[config.mk]
export PLATFORM = sky130hd
export DESIGN_NAME = e2q_cordic_cell
export DESIGN_NICKNAME = d
export VERILOG_FILES = /design/src/hw/rtl/e2q_pkg.sv /design/src/hw/rtl/e2q_cordic_cell.sv
export SDC_FILE = /design/constraint.sdc
export NUM_CORES = 1
export LEC_CHECK = 0
export BUFFER_PORTS_ARGS = -buffer_cell sky130_fd_sc_hd__buf_2
export CAP_MARGIN = 10
export CELL_PAD_IN_SITES_DETAIL_PLACEMENT = 0
export CELL_PAD_IN_SITES_GLOBAL_PLACEMENT = 2
export CORE_UTILIZATION = 36
export CTS_CLUSTER_SIZE = 8
export DETAILED_ROUTE_END_ITERATION = 6
export PLACE_DENSITY = 0.9
export SLEW_MARGIN = 15
export SYNTH_ARGS = -nofsm -noshare
export SYNTH_HDL_FRONTEND = slang
export SYNTH_SLANG_ARGS = --single-unit
[constraint.sdc]
create_clock -name clk_i -period 19.65 [get_ports clk_i]
set_clock_uncertainty 0.15 [all_clocks]
set_input_delay 3.93 -clock clk_i [delete_from_list [all_inputs] [get_ports clk_i]]
set_output_delay 3.93 -clock clk_i [all_outputs]
set_load 0.1 [all_outputs]
[src/hw/rtl/e2q_pkg.sv]
// e2q_pkg: shared constants, types and arithmetic helpers for the euler to quaternion core
// no dependencies; imported by every module of the block

package e2q_pkg;

  localparam int E2Q_ANGLE_BITS     = 16;
  localparam int E2Q_COMPONENT_BITS = 16;

  localparam int E2Q_CORDIC_STEPS = 30;
  localparam int E2Q_LANES        = 3;
  localparam int E2Q_ROT_W        = 34;
  localparam int E2Q_Q30_W        = 32;

  // lane order follows the input field order
  localparam int E2Q_LANE_BANK     = 0;
  localparam int E2Q_LANE_HEADING  = 1;
  localparam int E2Q_LANE_ATTITUDE = 2;

  localparam logic signed [E2Q_ROT_W-1:0] E2Q_CORDIC_GAIN = 34'sd652032874;
  localparam logic signed [E2Q_ROT_W-1:0] E2Q_ONE_Q30     = 34'sd1073741824;

  // atan(2^-i), 2^32 equals 2*pi
  localparam logic signed [E2Q_ROT_W-1:0] E2Q_ATAN [E2Q_CORDIC_STEPS] = '{
    34'sd536870912, 34'sd316933406, 34'sd167458907, 34'sd85004756, 34'sd42667331,
    34'sd21354465, 34'sd10679838, 34'sd5340245, 34'sd2670163, 34'sd1335087,
    34'sd667544, 34'sd333772, 34'sd166886, 34'sd83443, 34'sd41722,
    34'sd20861, 34'sd10430, 34'sd5215, 34'sd2608, 34'sd1304,
    34'sd652, 34'sd326, 34'sd163, 34'sd81, 34'sd41,
    34'sd20, 34'sd10, 34'sd5, 34'sd3, 34'sd1
  };

  typedef logic signed [E2Q_Q30_W-1:0] e2q_q30_t;

  typedef struct packed {
    logic signed [E2Q_ROT_W-1:0] x;
    logic signed [E2Q_ROT_W-1:0] y;
    logic signed [E2Q_ROT_W-1:0] z;
  } e2q_rot_t;

  typedef e2q_rot_t [E2Q_LANES-1:0] e2q_rot_lanes_t;

  // clamp a cordic output to [-1.0, 1.0] in q30
  function automatic e2q_q30_t e2q_clamp_unit(input logic signed [E2Q_ROT_W-1:0] v);
    e2q_q30_t r;
    if (v > E2Q_ONE_Q30) begin
      r = E2Q_ONE_Q30[E2Q_Q30_W-1:0];
    end else if (v < -E2Q_ONE_Q30) begin
      r = e2q_q30_t'(-E2Q_ONE_Q30);
    end else begin
      r = v[E2Q_Q30_W-1:0];
    end
    return r;
  endfunction

  // q30 times q30, rounded half up back to q30
  function automatic e2q_q30_t e2q_mulq(input e2q_q30_t a, input e2q_q30_t b);
    logic signed [2*E2Q_Q30_W-1:0] p;
    p = a * b + 64'sd536870912;
    return e2q_q30_t'(p >>> 30);
  endfunction

endpackage

[src/hw/rtl/e2q_cordic_cell.sv]
// e2q_cordic_cell: one cordic rotation step for all three angle lanes, with its own
// pipeline register and valid/ready link; depends on e2q_pkg

module e2q_cordic_cell import e2q_pkg::*; #(
  parameter int STEP = 0
) (
  input  logic           clk_i,
  input  logic           rst_ni,
  input  logic           valid_i,
  input  e2q_rot_lanes_t rot_i,
  output logic           ready_o,
  output logic           valid_o,
  output e2q_rot_lanes_t rot_o,
  input  logic           ready_i
);

  logic           valid_q;
  e2q_rot_lanes_t rot_d, rot_q;

  always_comb begin
    for (int l = 0; l < E2Q_LANES; l++) begin
      if (!rot_i[l].z[E2Q_ROT_W-1]) begin
        rot_d[l].x = rot_i[l].x - (rot_i[l].y >>> STEP);
        rot_d[l].y = rot_i[l].y + (rot_i[l].x >>> STEP);
        rot_d[l].z = rot_i[l].z - E2Q_ATAN[STEP];
      end else begin
        rot_d[l].x = rot_i[l].x + (rot_i[l].y >>> STEP);
        rot_d[l].y = rot_i[l].y - (rot_i[l].x >>> STEP);
        rot_d[l].z = rot_i[l].z + E2Q_ATAN[STEP];
      end
    end
  end

  assign ready_o = !valid_q || ready_i;

  always_ff @(posedge clk_i or negedge rst_ni) begin
    if (!rst_ni) begin
      valid_q <= 1'b0;
    end else if (ready_o) begin
      valid_q <= valid_i;
    end
  end

  always_ff @(posedge clk_i) begin
    if (ready_o && valid_i) begin
      rot_q <= rot_d;
    end
  end

  assign valid_o = valid_q;
  assign rot_o   = rot_q;

endmodule

==> reports/qor.yml, run 1 <==
reg2reg_from: "valid_o"
cp_common_cell: "buf_2"
htreeDepth: 2
die_height_microns: 273
yosysWarnings: 0
cp_data_required_time_ns: 15.57
timing.setup.critical_path_class: "in -> out"
timing.critical_path.buf_inv: 2
die_w_microns: 273
antenna_found_initial: 26
core_area_sq_um: 72000
n_fill_cell: 7320
cts-resized-gates: 0
vdd_ir_drop_max_uv: 78.8
setup-violations-final: 0
portBuffers: 617
synth_top_family_by_area: "compound AO/OA/AOI/OAI gates"
fin_nets: 4146
synthMuxAreaShare_pct: 1.41
pre_cts_ws_ns: 10.99
r2r_cells: 4
yosys.area_share.adder_pct: 15.4
syn_inst: 2970
synth_ff_type: "edfxtp_1"
ios: 618
start_util_pct: 36.6
synth-edff-count: 303
cts_setup_buffers: 0
synth_seq_cells: 304
cp_slowest_cell: "buf_2"
fmax_ghz: 0.116
hold_violations: 0
p_leak_nw: 14.0
dr.pass1.iters: 6
cts_root_buffer: "clkbuf_16"
cp.depth: 3
worstPathCellList: "buf_2, nand2b_1, buf_2"
synthArstFlopShare_pct: 0.329
grt_max_degree: 72
grt.total_usage_pct: 24.5
critPathTopFamily: "buffers and inverters"
rsz0062_at_grt: "no"
finalMaxSlewViolations: 0
num_vias: 24400
post-dp-hpwl_microns: 76000
grt_pass1_wl_microns: 142000
yosysSeqAreaShare_pct: 34.6
period_minus_slack_ns: 8.66
cp_slowest_stage_delay_ns: 0.44
end_kind: "output pin"
crit_start: "ready_i"
vias_per_cell: 5.41
crit_fanout: 3
power_density_nw_per_um2: 86.9
fin_tns_setup_ns: 0
drc: 0
final_common_cell: "buf_2"
synth_cell_types: 87
synth_fp_nets: 3598
startpoint_type: "primary input"
syn_avg_cell_area_sq_um: 8.88
reg2reg_to: "rot_o[185]"
worstMarginPinSlew_ns: 1.03
synth_area_sq_um: 26400
synth_compound_area_share_pct: 22.8
cts_made_buffers: 45
multi_input_area_sq_um: 15600
grt_pass1_vias: 23300
period_share_pct: 44.1
antenna_left: 0
maxSlewHeadroom_pct: 31.4
timing.final.ws_setup_ns: 10.99
synth.area.top_cells: "edfxtp_1 35%, ha_1 15%, a21oi_1 6.8%, xnor2_1 6.0%, inv_1 4.3%"
final_cell_mix: "617 x buf_2, 360 x a21oi_1, 306 x ha_1, 303 x edfxtp_1, 301 x inv_1"
clkSinkCount: 304
cts_buffer_depth: 3
area_delta_synth_final_pct: 19.7
routed_wirelength_microns: 95400
yosys.area.top_type: "edfxtp_1"
reg2reg_slack_ns: 16.30
crit_end: "ready_o"
synthSimpleGateAreaFrac_pct: 12.6
clk_pin_slew_ns: 0.05
status: "completed"
synth_xor_area_share_pct: 6.78
routabilityCongestion: 0.916
regArea_sq_um: 9120
routedWlPerCell_microns: 21.2
dieArea_sq_um: 74300
num_rows: 98
grt_overflow: 0
maxCapViolations: 0
ctsHoldBuffers: 0
min_path_type: "reg -> reg"
arrival_ns: 4.58
yosys.area.top_type_share_pct: 34.5
drive_above_1_share_pct: 20.2
drtIter0Drc: 2070
clk_latency_ns: 0.57
cts_tree: "yes"
## where the power goes
| group | leakage, nW | switching (W) | internal (W) |
|---|---|---|---|
| clock | 0.616 | 0.000300 | 0.000433 |
| sequential | 2.90 | 0.0000197 | 0.000812 |
| combinational | 10.5 | 0.000898 | 0.000280 |
| total | 14.0 | 0.00122 | 0.00152 |
## cell usage after synthesis (10+ instances only)
| master | number |
|---|---|
| and3_1 | 10 |
| o211ai_1 | 19 |
| clkbuf_1 | 95 |
| a21o_1 | 64 |
| inv_1 | 301 |
| nor2_1 | 267 |
| a221oi_1 | 18 |
| edfxtp_1 | 303 |
| nor2b_1 | 33 |
| nor4_1 | 18 |
| nand2b_1 | 36 |
| buf_1 | 23 |
| fa_1 | 12 |
| o41ai_1 | 10 |
| or3_1 | 22 |
| a21oi_1 | 360 |
| or2_2 | 10 |
| and2_1 | 19 |
| xnor2_1 | 181 |
| nand4_1 | 33 |
| a211oi_1 | 18 |
| nand2_1 | 136 |
| ha_1 | 306 |
| o31ai_1 | 34 |
| xor2_1 | 23 |
| a31oi_1 | 18 |
| o21bai_1 | 75 |
| o21a_1 | 18 |
| mux2i_1 | 36 |
| nand3_1 | 32 |
| o21ai_0 | 206 |
| or4_1 | 11 |
| nor3_1 | 52 |
## worst min path at each step
stage                   end  cells after the start  startpoint  slack, ns
finish              valid_o                      2     valid_o       0.38
CTS                 valid_o                      2     valid_o       0.38
global placement    valid_o                      2     valid_o       0.38
detailed placement  valid_o                      2     valid_o       0.37
floorplan           valid_o                      2     valid_o       1.63
global route        valid_o                      2     valid_o       0.43
## worst reg2reg max path, delay by kind of cell (launching register included)
family / cells / cell delay, ns
buf+inv: 2 / 1.58
flops: 1 / 0.37
simple gates: 2 / 0.75
## sequential cells by signal, summed over array words and instances (netlist names)
| register | count |
|---|---|
| valid_o | 1 |
| rot_o | 303 |
## cell families after synthesis
logic type | count (synthesis)
mux | 37
buf+inv | 441
xor+xnor | 204
fa+ha+maj | 318
compound gates | 965
simple gates | 701
flops | 304
## metrics by stage
step	power (W)	hold slack (ns)	cells	util [%]	cell area, sq um
after floorplan	0.00174	1.63	2970	-	26400
after global placement	0.00201	0.379	4421	42.0	30200
after detailed placement	0.00201	0.372	4421	42.0	30200
after CTS	0.00275	0.384	4488	43.8	31500
after global routing	0.00285	0.427	4503	43.8	31600
final	0.00274	0.380	4507	43.9	31600
## final cells by class
type	instances	share of cell area, %
antenna	19	0.151
clock buffer	62	3.80
clock inverter	5	0.266
inverter	312	3.71
multi-input combinational	2225	49.3
sequential	304	28.9
tap	950	3.77
timing repair buffer	630	10.1
## metal layers
layer	wire, microns	up-vias	GRT usage, %
met5	34	-	0
met4	3060	4	8.90
met2	45000	958	40.9
met3	5760	144	3.15
met1	41600	11600	32.3
li1	-	11700	-
Note: power is estimated with default switching activity, not from simulation.
==> run 2, diff against run 1 <==
--- a/config.mk
+++ b/config.mk
@@ -9,10 +9,10 @@
 export CAP_MARGIN = 10
 export CELL_PAD_IN_SITES_DETAIL_PLACEMENT = 0
 export CELL_PAD_IN_SITES_GLOBAL_PLACEMENT = 2
-export CORE_UTILIZATION = 36
+export CORE_UTILIZATION = 33
 export CTS_CLUSTER_SIZE = 8
 export DETAILED_ROUTE_END_ITERATION = 6
-export PLACE_DENSITY = 0.9
+export PLACE_DENSITY = 0.84
 export SLEW_MARGIN = 15
 export SYNTH_ARGS = -nofsm -noshare
 export SYNTH_HDL_FRONTEND = slang
==> constraint.sdc (replaced) <==
create_clock -name clk_i -period 9 [get_ports clk_i]
set_clock_uncertainty 0.15 [all_clocks]
set_input_delay 1.8 -clock clk_i [delete_from_list [all_inputs] [get_ports clk_i]]
set_output_delay 1.8 -clock clk_i [all_outputs]
set_load 0.1 [all_outputs]
==> run 2 against run 1 <==
Total power increased by 120%. Sequential share of layout area decreased by 0.11 points. Clock-buffer cell count decreased by 2. Via count about the same. Highest routed layer unchanged. Critical endpoint is now rot_o[198]. Final cell count increased by 2.1%. Utilization decreased by 3.8 points. Cell area increased by 0.36%. Non-clock buffer count decreased by 2. Wire length increased by 3.0%. First-iteration DRC count decreased by 3.7%. Combinational power increased by 120%. Sequential power increased by 120%.
==> reports/qor.yml, run 2 (synthesized netlist as in run 1, its figures left out) <==
status: "completed"
clkSinkCount: 304  # unchanged
vdd_ir_drop_max_uv: 123  # +56%
finalMaxSlewViolations: 0  # unchanged
period_minus_slack_ns: 5.23
cts_setup_buffers: 0  # unchanged
cp_data_required_time_ns: 9.16  # -6.41 ns
startpoint_type: "primary input"
min_path_cells: 2  # unchanged
clk_latency_ns: 0.56  # about the same
dieArea_sq_um: 81000  # +9.0%
ctsHoldBuffers: 0  # unchanged
hold_violations: 0  # unchanged
cts_buffer_depth: 3  # unchanged
worstMarginPinSlew_ns: 1.07  # +0.0413 ns
start_util_pct: 33.4  # -3.3 points
reg2reg_from: "valid_o"
maxSlewHeadroom_pct: 28.6  # -2.8 points
drtIter0Drc: 1993  # -3.7%
period_share_pct: 58.2
hp-start: "valid_o"
clk_pin_slew_ns: 0.06  # about the same
portBuffers: 617  # unchanged
setup-violations-final: 0  # unchanged
crit_fanout: 4  # +1
cts-resized-gates: 0  # unchanged
dr.pass1.iters: 6  # unchanged
routed_wirelength_microns: 98300  # +3.0%
drc: 0  # unchanged
drive_above_1_share_pct: 20.1  # -0.023 points
grt_max_degree: 110  # +53%
area_delta_synth_final_pct: 20.2
min_path_type: "reg -> reg"
arrival_ns: 5.40  # +0.82 ns
end_kind: "register"
fin_nets: 4145  # -0.024%
maxCapViolations: 0  # unchanged
htreeDepth: 2  # unchanged
post-dp-hpwl_microns: 78400  # +3.1%
num_rows: 103  # +5.1%
final_cell_mix: "617 x buf_2, 360 x a21oi_1, 306 x ha_1, 303 x edfxtp_1, 301 x inv_1"
fin_tns_setup_ns: 0  # unchanged
crit_start: "rot_i[136]"
whs_ns: 0.447  # +0.0675 ns
grt_pass1_wl_microns: 145000  # +2.4%
fmax_ghz: 0.191
cts_tree: "yes"
grt_pass1_vias: 23600  # +1.4%
r2r_cells: 3  # -1
antenna_left: 0  # unchanged
cts_root_buffer: "clkbuf_16"
routedWlPerCell_microns: 21.3  # +0.81%
final_common_cell: "buf_2"
num_vias: 24400  # -0.0041%
timing.setup.critical_path_class: "in -> reg"
n_fill_cell: 8181  # +12%
rsz0062_at_grt: "no"
die_height_microns: 285  # +4.4%
power_density_nw_per_um2: 189  # +120%
core_area_sq_um: 79000  # +9.8%
grt_overflow: 0  # unchanged
largest_register_ffs: 303  # unchanged
power.total_w: 0.00599  # +120%
routabilityCongestion: 0.927  # +1.2%
p_leak_nw: 14.0  # about the same
die_w_microns: 285  # +4.4%
vias_per_cell: 5.30  # -2.1%
antenna_found_initial: 26  # unchanged
ios: 618  # unchanged
grt.total_usage_pct: 23.2  # -1.3 points
cts_made_buffers: 46  # +2.2%
## run 2: changes by cell type in the layout (fill, tap and decap cells not counted)
cell | before | now
inv_6 | 0 | 1
clkinv_2 | 0 | 1
bufinv_16 | 1 | 0
clkbuf_1 | 16 | 14
clkbuf_8 | 1 | 0
clkbuf_16 | 45 | 46
clkinv_8 | 1 | 0
buf_12 | 0 | 2
clkinv_4 | 0 | 1
buf_4 | 13 | 9
clkinv_1 | 11 | 13
diode_2 | 19 | 16
## run 2: cell type report
class                   count  area, sq um  area share (%)
clock buffers              60         1200            3.80
multi-input cells        2225        15600            49.1
clock inverters             8         67.6           0.213
repair buffers            628         3200            10.1
inverters                 312         1170            3.70
diodes                     16         40.0           0.126
well taps                1050         1310            4.15
flip-flops and latches    304         9120            28.8
## run 2: final timing paths
path | to | slack [ns]
worst min register to register | valid_o | 0.45
max in group asynchronous | valid_o | 7.76
min in group asynchronous | valid_o | 0.85
worst min-delay path | valid_o | 0.45
worst max register to register | rot_o[210] | 6.56
worst max-delay path | rot_o[198] | 3.77
## run 2: power breakdown
| group | switching (W) | internal [W] | leakage [nW] | total, W |
|---|---|---|---|---|
| sequential | 0.0000454 | 0.00177 | 2.90 | 0.00182 |
| clock | 0.000661 | 0.000925 | 0.614 | 0.00159 |
| combinational | 0.00197 | 0.000612 | 10.5 | 0.00258 |
## run 2: stage by stage
stage                     std cells  setup WS (ns)  util [%]  instance area [sq um]
after floorplan                2970           1.93         -                  26400
after global placement         4519           3.36      38.4                  30400
after detailed placement       4519           3.36      38.4                  30400
after CTS                      4587           3.96      40.0                  31600
after global routing           4600           3.58      40.1                  31700
final                          4603           3.77      40.1                  31700
## run 2: routing by layer
layer	share of wire [%]	track usage [%]	vias to the layer above	wire length, microns
met5	0.066	0	-	65
met4	3.5	8.92	10	3450
met3	7.0	4.41	178	6860
met2	46	38.1	999	45700
met1	43	30.0	11500	42200
li1	-	-	11700	-
## run 2: critical path, stage by stage
cell      delay (ns)
buf_2           0.11
ha_1            0.22
fa_1            0.40
nor2b_1         0.16
o21ai_0         0.30
a31oi_1         0.25
a311oi_1        0.60
a21oi_1         0.27
a221oi_1        0.51
o31a_1          0.26
o21ai_1         0.11
a21oi_1         0.28
xnor2_1         0.10
==> run 3, diff against run 2 <==
==> constraint.sdc (replaced) <==
create_clock -name clk_i -period 5.05 [get_ports clk_i]
set_clock_uncertainty 0.15 [all_clocks]
set_input_delay 1.01 -clock clk_i [delete_from_list [all_inputs] [get_ports clk_i]]
set_output_delay 1.01 -clock clk_i [all_outputs]
set_load 0.1 [all_outputs]
==> run 3 against run 2 <==
The run now ends with DRC left. Register-to-register slack lost 3.8 ns. Critical path depth is the same. Cell area grew 1.6%. Sequential power grew 79%. Hold slack lost 0.40 ns. Largest power group unchanged.
==> reports/qor.yml, run 3 (synthesized netlist as in run 1, its figures left out) <==
fin_nets: 4204  # +1.4%
grt_pass1_vias: 24000  # +1.5%
cts_buffer_depth: 3  # unchanged
grt_overflow: 0  # unchanged
clk_pin_slew_ns: 0.05  # about the same
timing.setup.critical_path_class: "in -> reg"
vdd_ir_drop_max_uv: 248  # +100%
grt_pass1_wl_microns: 147000  # +1.5%
combPwrFrac_pct: 43.1  # about the same
hold_violations: 0  # unchanged
core_area_sq_um: 79000  # unchanged
rsz0062_at_grt: "no"
crit_fanout: 5  # +1
start_util_pct: 33.4  # unchanged
clk_latency_ns: 0.57  # about the same
maxCapViolations: 0  # unchanged
die_height_microns: 285  # unchanged
dr.pass1.iters: 7  # +1
arrival_ns: 4.45  # -0.95 ns
final_common_cell: "buf_2"
end_kind: "register"
worstMarginPinSlew_ns: 0.938  # -0.133 ns
p_switching_w: 0.00477  # +78%
clkSinkCount: 304  # unchanged
setup-violations-final: 0  # unchanged
power_density_nw_per_um2: 336  # +78%
period_minus_slack_ns: 4.27
n_fill_cell: 7984  # -2.4%
status: "finished with violations"
min_path_type: "in -> async"
grt.total_usage_pct: 23.4  # +0.25 points
ctsHoldBuffers: 0  # unchanged
antenna_left: 0  # unchanged
cts-resized-gates: 0  # unchanged
htreeDepth: 2  # unchanged
p_sw_share_pct: 44.1  # -0.66 points
grt_max_degree: 65  # -41%
drc: 1  # +1
num_rows: 103  # unchanged
portBuffers: 617  # unchanged
largest_register_ffs: 303  # unchanged
area_delta_synth_final_pct: 22.1
finalMaxSlewViolations: 0  # unchanged
antenna_found_initial: 16  # -38%
cts_setup_buffers: 0  # unchanged
fmax_ghz: 0.234
period_share_pct: 84.6
final_cell_mix: "617 x buf_2, 360 x a21oi_1, 306 x ha_1, 303 x edfxtp_1, 301 x inv_1"
cts_root_buffer: "clkbuf_16"
maxSlewHeadroom_pct: 37.1  # +8.5 points
design_area_sq_um: 32200  # +1.6%
routabilityCongestion: 0.927  # about the same
clkPwrFrac_pct: 26.9  # +0.4 points
p_leak_nw: 14.3  # +2.2%
vias_per_cell: 5.26  # -0.80%
reg2reg_to: "rot_o[106]"
reg2reg_slack_ns: 2.77  # -3.79 ns
seq_power_share_pct: 30.0  # -0.4 points
cp_data_required_time_ns: 5.23  # -3.93 ns
detailed_place.area_sq_um: 30800  # +1.5%
violations: "DRC"
dieArea_sq_um: 81000  # unchanged
drive_above_1_share_pct: 21.5  # +1.4 points
internal-power_w: 0.00606  # +83%
drtIter0Drc: 1934  # -3.0%
cts_made_buffers: 46  # unchanged
num_vias: 24500  # +0.41%
startpoint_type: "primary input"
cts_tree: "yes"
fin_tns_setup_ns: 0  # unchanged
ios: 618  # unchanged
reg2reg_from: "valid_o"
routedWlPerCell_microns: 21.1  # -0.93%
post-dp-hpwl_microns: 80100  # +2.1%
routed_wirelength_microns: 98500  # +0.27%
die_w_microns: 285  # unchanged
r2r_cells: 3  # unchanged
==> run 3: stage by stage <==
stage                     hold WS (ns)  util, %  std cells  setup WS (ns)  total power (W)
after floorplan                  0.564        -       2970          0.378          0.00675
after global placement           0.415     39.0       4578          0.293          0.00794
after detailed placement         0.442     39.0       4578          0.251          0.00792
after CTS                       0.0147     40.7       4647          0.871           0.0109
after global routing            0.0283     40.7       4657          0.634           0.0113
final                           0.0504     40.7       4659          0.777           0.0108
==> run 3: worst max path at each step <==
stage / from / to / slack [ns] / cells after the start
global route: rot_i[34] / rot_o[60] / 0.63 / 13
finish: rot_i[34] / rot_o[60] / 0.78 / 13
detailed placement: rot_i[34] / rot_o[60] / 0.25 / 13
CTS: rot_i[34] / rot_o[60] / 0.87 / 13
global placement: rot_i[34] / rot_o[60] / 0.29 / 13
floorplan: ready_i / rot_o[0] / 0.38 / 2
==> run 3: routing by layer <==
layer | GRT usage [%] | share of wire (%) | vias up
met3 | 2.54 | 5.6 | 140
li1 | - | - | 11800
met5 | 0 | 0.013 | -
met2 | 39.3 | 48 | 861
met4 | 7.31 | 2.7 | 2
met1 | 31.4 | 44 | 11700
==> run 3: cell type report <==
class | instances | area, sq um | share of cell area [%]
Timing Repair Buffer | 687 | 3660 | 11.4
Inverter | 312 | 1170 | 3.64
Sequential cell | 304 | 9120 | 28.3
Clock buffer | 62 | 1210 | 3.76
Tap cell | 1050 | 1310 | 4.08
Clock inverter | 7 | 115 | 0.358
Antenna cell | 12 | 30.0 | 0.0933
Multi-Input combinational cell | 2225 | 15600 | 48.3
==> run 3: power by group through the flow <==
stage / combinational (W) / clock, W / sequential [W]
global placement: 0.00465 / 0 / 0.00329
global route: 0.00494 / 0.00309 / 0.00326
detailed placement: 0.00463 / 0 / 0.00329
floorplan: 0.00175 / 0 / 0.00501
finish: 0.00467 / 0.00292 / 0.00325
CTS: 0.00465 / 0.00300 / 0.00325
==> run 3: critical path, cell delays in order <==
cell,delay [ns]
buf_2,0.12
ha_1,0.23
fa_1,0.42
nor2b_1,0.17
o311ai_1,0.35
a21oi_1,0.24
o31ai_1,0.45
a21o_1,0.20
nand2_1,0.16
a221oi_1,0.61
o21ai_1,0.20
a21oi_1,0.22
xnor2_1,0.08
